`config.mk`:
```
export PLATFORM = sky130hd
export DESIGN_NAME = bitmap_page_allocator
export DESIGN_NICKNAME = d
export VERILOG_FILES = /design/src/hdl/bpa_pkg.sv /design/src/hdl/bitmap_page_allocator.sv /design/src/hdl/bpa_ram.sv
export SDC_FILE = /design/constraint.sdc
export NUM_CORES = 2
export LEC_CHECK = 0
export ABC_AREA = 1
export BUFFER_PORTS_ARGS = -buffer_cell sky130_fd_sc_hd__buf_4
export CAP_MARGIN = 40
export CORE_UTILIZATION = 57
export DETAILED_ROUTE_END_ITERATION = 8
export PLACE_DENSITY_LB_ADDON = 0.08
export SYNTH_ARGS = -nofsm -noshare
export SYNTH_HDL_FRONTEND = slang
export SYNTH_SLANG_ARGS = --single-unit
```
`constraint.sdc`:
```
create_clock -name i_clk -period 8.9 [get_ports i_clk]
set_input_delay 0.89 -clock i_clk [delete_from_list [all_inputs] [get_ports i_clk]]
set_output_delay 0.89 -clock i_clk [all_outputs]
set_load 0.02 [all_outputs]
```
`src/hdl/bpa_pkg.sv`:
```
// ----------------------------------------------------------------------------
// bpa_pkg
// Request and status codes and helpers for the bitmap page allocator.
// ----------------------------------------------------------------------------
package bpa_pkg;

    localparam int MAP_WORD_BITS = 64;
    localparam int INDEX_SPACE   = 4096;

    localparam logic [1:0] REQ_ALLOC = 2'd0;
    localparam logic [1:0] REQ_FREE  = 2'd1;
    localparam logic [1:0] REQ_MARK  = 2'd2;

    localparam logic [1:0] ST_OK    = 2'd0;
    localparam logic [1:0] ST_OOM   = 2'd1;
    localparam logic [1:0] ST_RANGE = 2'd2;

    typedef logic [MAP_WORD_BITS-1:0] t_map_word;

    // Position of the lowest set bit; zero when no bit is set.
    function automatic logic [5:0] lowest_set(input t_map_word v);
        logic [5:0] pos;
        pos = 6'd0;
        for (int i = MAP_WORD_BITS - 1; i >= 0; i--) begin
            if (v[i]) begin
                pos = 6'(i);
            end
        end
        return pos;
    endfunction

endpackage

```
`src/hdl/bitmap_page_allocator.sv`:
```
// ----------------------------------------------------------------------------
// bitmap_page_allocator
// First-fit page frame allocator over a one-bit-per-page used map.
// ----------------------------------------------------------------------------
// Requests enter on i_start while o_busy is low: i_req_type selects allocate,
// free or mark-used, i_page_index names the page for the latter two. Every
// request yields one result on o_granted_page/o_status, valid for the single
// cycle o_strobe is high; the receiver cannot stall it.
// Unknown kinds, out-of-range indices and allocation with a zero page count
// answer in the cycle after acceptance. Free and mark-used read, then write
// back one map word. Allocation reads one 64-bit map word per cycle from the
// lowest page up until it finds a free page or has examined ceil(page count /
// 64) words; the single map RAM read port is why it reads one word at a time.
// o_busy stays high until the result is strobed; a new request may be taken
// in the strobe cycle.
// The page count register is written through i_cfg_valid/o_cfg_ready and
// saturates to NUM_PAGES and 4096. Reset sets it to 4096 and marks every page
// used at once through per-word valid bits; no clearing pass is needed.
// ----------------------------------------------------------------------------
module bitmap_page_allocator
    import bpa_pkg::*;
#(
    parameter int NUM_PAGES = 4096
) (
    input  logic        i_clk,
    input  logic        i_rst_n,
    input  logic        i_start,
    output logic        o_busy,
    input  logic [1:0]  i_req_type,
    input  logic [11:0] i_page_index,
    output logic        o_strobe,
    output logic [11:0] o_granted_page,
    output logic [1:0]  o_status,
    input  logic        i_cfg_valid,
    output logic        o_cfg_ready,
    input  logic [12:0] i_cfg_data
);

    localparam int LIMIT_MAX_I = (NUM_PAGES < INDEX_SPACE) ? NUM_PAGES : INDEX_SPACE;
    localparam logic [12:0] LIMIT_MAX = 13'(LIMIT_MAX_I);
    localparam int WORDS = (LIMIT_MAX_I + MAP_WORD_BITS - 1) / MAP_WORD_BITS;
    localparam int AW    = (WORDS > 1) ? $clog2(WORDS) : 1;

    localparam logic [1:0] S_IDLE = 2'd0;
    localparam logic [1:0] S_SCAN = 2'd1;
    localparam logic [1:0] S_RMW  = 2'd2;

    logic [1:0]       r_state, n_state;
    logic [12:0]      r_pages;
    logic [WORDS-1:0] r_vld;
    logic [1:0]       r_kind, n_kind;
    logic [11:0]      r_idx, n_idx;
    logic [12:0]      r_limit, n_limit;
    logic [6:0]       r_word, n_word;
    logic             r_strobe, n_strobe;
    logic [11:0]      r_granted, n_granted;
    logic [1:0]       r_status, n_status;

    logic             accept;
    logic [12:0]      lim;
    logic             ram_we, ram_re;
    logic [AW-1:0]    ram_wa, ram_ra;
    t_map_word        ram_wd, ram_rd;
    t_map_word        cur_word, valid_mask, free_bits, bit_mask;
    logic [12:0]      span, next_base;
    logic [6:0]       word_inc;
    logic [5:0]       free_pos;

    bpa_ram #(
        .WIDTH(MAP_WORD_BITS),
        .DEPTH(WORDS)
    ) u_map (
        .i_clk   (i_clk),
        .i_we    (ram_we),
        .i_waddr (ram_wa),
        .i_wdata (ram_wd),
        .i_re    (ram_re),
        .i_raddr (ram_ra),
        .o_rdata (ram_rd)
    );

    assign accept = i_start && (r_state == S_IDLE);
    assign lim    = (r_pages > LIMIT_MAX) ? LIMIT_MAX : r_pages;

    // A word never written still holds its reset value: every page used.
    assign cur_word  = r_vld[r_word[AW-1:0]] ? ram_rd : '1;
    assign span      = r_limit - {r_word[6:0], 6'b0};
    assign valid_mask = (span >= 13'd64) ? '1
                      : ((t_map_word'(1) << span[5:0]) - t_map_word'(1));
    assign free_bits = ~cur_word & valid_mask;
    assign free_pos  = lowest_set(free_bits);
    assign word_inc  = r_word + 7'd1;
    assign next_base = {word_inc, 6'b0};
    assign bit_mask  = t_map_word'(1) << ((r_state == S_SCAN) ? free_pos : r_idx[5:0]);

    always_comb begin
        n_state   = r_state;
        n_kind    = r_kind;
        n_idx     = r_idx;
        n_limit   = r_limit;
        n_word    = r_word;
        n_strobe  = 1'b0;
        n_granted = r_granted;
        n_status  = r_status;
        ram_we    = 1'b0;
        ram_wa    = r_word[AW-1:0];
        ram_wd    = cur_word;
        ram_re    = 1'b0;
        ram_ra    = '0;
        case (r_state)
            S_IDLE: begin
                if (accept) begin
                    n_kind    = i_req_type;
                    n_idx     = i_page_index;
                    n_limit   = lim;
                    n_granted = '0;
                    n_status  = ST_OK;
                    case (i_req_type)
                        REQ_ALLOC: begin
                            if (lim == 13'd0) begin
                                n_strobe = 1'b1;
                                n_status = ST_OOM;
                            end else begin
                                n_word  = '0;
                                ram_re  = 1'b1;
                                ram_ra  = '0;
                                n_state = S_SCAN;
                            end
                        end
                        REQ_FREE, REQ_MARK: begin
                            if ({1'b0, i_page_index} >= lim) begin
                                n_strobe = 1'b1;
                                n_status = ST_RANGE;
                            end else begin
                                n_word  = {1'b0, i_page_index[11:6]};
                                ram_re  = 1'b1;
                                ram_ra  = AW'(i_page_index >> 6);
                                n_state = S_RMW;
                            end
                        end
                        default: begin
                            n_strobe = 1'b1;
                        end
                    endcase
                end
            end
            S_SCAN: begin
                if (free_bits != '0) begin
                    ram_we    = 1'b1;
                    ram_wd    = cur_word | bit_mask;
                    n_strobe  = 1'b1;
                    n_granted = {r_word[5:0], free_pos};
                    n_status  = ST_OK;
                    n_state   = S_IDLE;
                end else if (next_base >= r_limit) begin
                    n_strobe = 1'b1;
                    n_status = ST_OOM;
                    n_state  = S_IDLE;
                end else begin
                    // advance to the next map word
                    n_word = word_inc;
                    ram_re = 1'b1;
                    ram_ra = word_inc[AW-1:0];
                end
            end
            S_RMW: begin
                ram_we   = 1'b1;
                ram_wd   = (r_kind == REQ_MARK) ? (cur_word | bit_mask)
                                                : (cur_word & ~bit_mask);
                n_strobe = 1'b1;
                n_status = ST_OK;
                n_state  = S_IDLE;
            end
            default: begin
                n_state = S_IDLE;
            end
        endcase
    end

    always_ff @(posedge i_clk) begin
        if (!i_rst_n) begin
            r_state  <= S_IDLE;
            r_strobe <= 1'b0;
            r_pages  <= 13'd4096;
            r_vld    <= '0;
        end else begin
            r_state  <= n_state;
            r_strobe <= n_strobe;
            if (i_cfg_valid && o_cfg_ready) begin
                r_pages <= i_cfg_data;
            end
            if (ram_we) begin
                r_vld[ram_wa] <= 1'b1;
            end
        end
    end

    always_ff @(posedge i_clk) begin
        r_kind    <= n_kind;
        r_idx     <= n_idx;
        r_limit   <= n_limit;
        r_word    <= n_word;
        r_granted <= n_granted;
        r_status  <= n_status;
    end

    assign o_busy         = (r_state != S_IDLE);
    assign o_cfg_ready    = (r_state == S_IDLE);
    assign o_strobe       = r_strobe;
    assign o_granted_page = r_granted;
    assign o_status       = r_status;

    // Results with an error status carry page zero.
    a_err_zero_page: assert property (@(posedge i_clk) disable iff (!i_rst_n)
        (o_strobe && o_status != ST_OK) |-> (o_granted_page == 12'd0))
        else $error("error result with nonzero page");

    // A granted page lies below the page count captured with the request.
    a_grant_in_range: assert property (@(posedge i_clk) disable iff (!i_rst_n)
        (o_strobe && r_kind == REQ_ALLOC && o_status == ST_OK)
            |-> ({1'b0, o_granted_page} < r_limit))
        else $error("granted page beyond page count");

    // The map is only written while a request is in progress.
    a_write_busy: assert property (@(posedge i_clk) disable iff (!i_rst_n)
        ram_we |-> (r_state != S_IDLE))
        else $error("map write while idle");

    // The block goes busy only on an accepted request.
    a_busy_cause: assert property (@(posedge i_clk) disable iff (!i_rst_n)
        $rose(o_busy) |-> $past(accept))
        else $error("busy without request");

    // Leaving a working state always delivers a result.
    a_done_strobe: assert property (@(posedge i_clk) disable iff (!i_rst_n)
        (r_state != S_IDLE && n_state == S_IDLE) |=> o_strobe)
        else $error("request finished without result");

endmodule

```
`src/hdl/bpa_ram.sv`:
```
// ----------------------------------------------------------------------------
// bpa_ram
// Generic single-write, single-read RAM with registered read data.
// ----------------------------------------------------------------------------
module bpa_ram #(
    parameter int WIDTH = 64,
    parameter int DEPTH = 64
) (
    input  logic                                 i_clk,
    input  logic                                 i_we,
    input  logic [(DEPTH > 1 ? $clog2(DEPTH) : 1)-1:0] i_waddr,
    input  logic [WIDTH-1:0]                     i_wdata,
    input  logic                                 i_re,
    input  logic [(DEPTH > 1 ? $clog2(DEPTH) : 1)-1:0] i_raddr,
    output logic [WIDTH-1:0]                     o_rdata
);

    logic [WIDTH-1:0] mem [DEPTH];
    logic [WIDTH-1:0] r_rdata;

    always_ff @(posedge i_clk) begin
        if (i_we) begin
            mem[i_waddr] <= i_wdata;
        end
        if (i_re) begin
            r_rdata <= mem[i_raddr];
        end
    end

    assign o_rdata = r_rdata;

endmodule

```
==> impl_metrics.tcl <==
set metrics [dict create \
    status "finished clean" \
    synthToLayoutAreaGrowth_pct 15.4 \
    path_clk_slew_ns 0.06 \
    worst_path_most_repeated_cell "nand2_1" \
    yosysTopAreaCell "edfxtp_1" \
    clock_skew_ns 0.0790 \
    cts.sinks 4282 \
    die-area_um2 308000 \
    synth_edf_count 4202 \
    ant_nets 0 \
    required_ns 9.71 \
    reg2reg_slack_ns 0.46 \
    wl_met2_mm 271 \
    routedWlPerCell_um 33.1 \
    finalWirelength_mm 619 \
    post-route-period-util_pct 94.9 \
    combPwrFrac_pct 36.8 \
    startpoint_type "register" \
    max-vdd-ir-drop_v 0.000304 \
    clkLatencyLatePin_ns 1.01 \
    ys.flop_type "edfxtp_1" \
    slowest_stage "inv_8" \
    drc 0 \
    powerDensity_nw_per_um2 365 \
    cpPeakStageDelay_ns 0.64 \
    max_slew_margin_pct 27.6 \
    cts_made_buffers 429 \
    netlist_top_cells_area "edfxtp_1, nor2_1, o32ai_1" \
    postSynthCellCount 13900 \
    fmax_mhz 118 \
    antenna_found_initial 23 \
    cap_violations 0 \
    overflow 0 \
    power_frac_clock_pct 24.2 \
    dr.max_layer_used "met5" \
    place_hpwl_mm 330 \
    routabilityCongestion 1.01 \
    switching_share_pct 37.2 \
    setup_viol 0 \
    track_usage_pct 39.5 \
    nets 14300 \
    drt-met1-wl_mm 231 \
    post-route-min-period_ns 8.44 \
    grt_setup_unrepaired "true" \
    seq_area_frac_synth_pct 73.3 \
    cts_buffer_depth 4 \
    core_area_um2 304000 \
    grt_pass1_wl_mm 859 \
    die_w_um 555 \
    hp-class "primary input to register" \
    synth_seq_cells 4282 \
    port_buffers 47 \
    hold_viol_final 0 \
    synth.top_cell.area_share_pct 72.4 \
    finalMaxSlewViolations 0 \
    firstDrtPassIters 8 \
    grt_pass1_vias 117000 \
    htreeDepth 5 \
    r2r_start "r_word[5]" \
    tightest_slew_ns 1.09 \
    wl_met3_mm 80.5 \
    p_sw_mw 27.3 \
    p_leak_nw 65.0 \
    grt_max_degree 127 \
    pre_cts_slack_ns 0.746 \
    whs_path_depth 1 \
    p_int_mw 46.2 \
    layout-drive-gt1-share_pct 11.7 \
    seqPwrFrac_pct 39.0 \
    cp_max_fo 109 \
    p_total_mw 73.5 \
    syn-num-nets 14000 \
    pin_count 48 \
    root_buffer "clkbuf_16" \
    hold_end "r_idx[1]" \
    endpoint_kind "register" \
    syn_area_um2 174000 \
    r2r_end "u_map.o_rdata[5]" \
    rr_worst_depth 35 \
    timing_worst_setup_path_type "register to register" \
    synth.distinct_cells 51 \
    syn_area_per_cell_um2 12.5 \
    vias 126000 \
    cts_tree "built" \
    drt-initial-drc-count 20400 \
    fin_ws_ns 0.458 \
    hp-start "i_page_index[1]" \
    fp-row-count 202 \
    cp.arrival_ns 9.25 \
    start_util_pct 57.4 \
    async_reset_ff_share_pct 0 \
    vias_per_cell 6.74 \
    synth_warnings 0 \
    die_h_um 555 \
]
cell type report:
cell class | instances | area (µm²)
clock buffer | 539 | 11200
antenna | 11 | 27.5
sequential | 4282 | 128000
timing repair buffer | 936 | 11100
tap | 4080 | 5100
clock inverter | 249 | 2540
inverter | 251 | 978
multi-input combinational | 8361 | 42400
fill | 21700 | 102000
metal layers:
layer | GRT usage [%] | vias to the layer above
met5 | 0 | -
met4 | 19.7 | 16
met3 | 8.95 | 1817
met2 | 58.6 | 9150
met1 | 55.1 | 62800
li1 | - | 52300
flip-flops by register name, summed over array words and instances (netlist names):
register and count:
o_status 2, r_state 2, r_idx 6, r_pages 13, u_map.o_rdata 64, r_vld 64
r_kind 2, r_limit 13, o_strobe 1, u_map.mem 4096, o_granted_page 12, r_word 7
timing repair:
action / 4_1_cts / 5_1_grt
resized for setup: 0 / 18
buffers inserted: 0 / 11
hold buffers: 0 / 0
endpoints found under the setup margin: 0 / 1304
cells in the final DEF (no fill, tap or decap), drive strengths merged, types with 34 or more instances in the layout:
master / count
a21oi: 71
buf: 931
bufinv: 34
clkbuf: 544
clkinv: 195
dfxtp: 80
edfxtp: 4202
inv: 254
nand2: 718
nand3: 299
nand4: 82
nor2: 4040
nor3: 44
o21a: 65
o21ai: 1651
o221ai: 256
o32ai: 1020
synth_stat cells, types with 65 or more instances:
master / instances
clkbuf_1: 939
o221ai_1: 256
nand3_1: 289
o21ai_0: 1612
a21oi_1: 71
o32ai_1: 1020
inv_1: 221
nand4_1: 74
o21a_1: 65
dfxtp_1: 80
nand2_1: 709
edfxtp_1: 4202
nor2_1: 3997
kinds of logic (layout without fill, tap and decap cells):
kind of cell,Yosys count,count (layout),synth area share [%]
compound gates,3107,3107,11.8
xor+xnor,22,22,0.111
fa+ha+maj,34,34,0.248
buf+inv,1258,1975,2.75
flops,4282,4282,73.3
other cells,0,11,0
simple gates,5198,5198,11.8
power groups by stage:
stage / Clock [mW] / Combinational [mW] / Sequential (mW)
floorplan: 0 / 14.6 / 29.3
global placement: 0 / 25.5 / 29.1
detailed placement: 0 / 26.1 / 29.1
CTS: 17.8 / 26.2 / 28.7
finish: 17.8 / 27.0 / 28.7
global route: 18.6 / 28.7 / 28.7
metrics by stage:
stage	TNS (ns)	utilization [%]	hold slack, ns	instance area [µm²]	cells
finish	0	66.3	0.0862	201000	18700
global placement	0	61.5	0.448	187000	17900
detailed placement	0	61.6	0.453	187000	17900
global route	-9.99	66.3	0.0832	201000	18700
CTS	0	66.2	0.0549	201000	18700
floorplan	0	-	0.441	174000	13900
worst max-delay path by stage:
stage                     from                 to  cells after the start
floorplan            r_word[2]   u_map.mem[48][0]                     26
global placement     r_word[3]   u_map.mem[3][12]                     73
detailed placement  r_limit[1]  u_map.mem[27][10]                     50
CTS                 r_limit[1]  u_map.mem[22][10]                     50
global route        r_limit[1]   u_map.mem[8][25]                     80
finish               r_word[5]   u_map.o_rdata[5]                     35
critical path: cells and delay by family (launching register included):
family          cells  cell delay (ns)
compound gates      4             1.12
buf+inv            12             2.97
flops               1             0.48
simple gates       19             3.45
No activity file was read; power rests on OpenSTA's default activity.
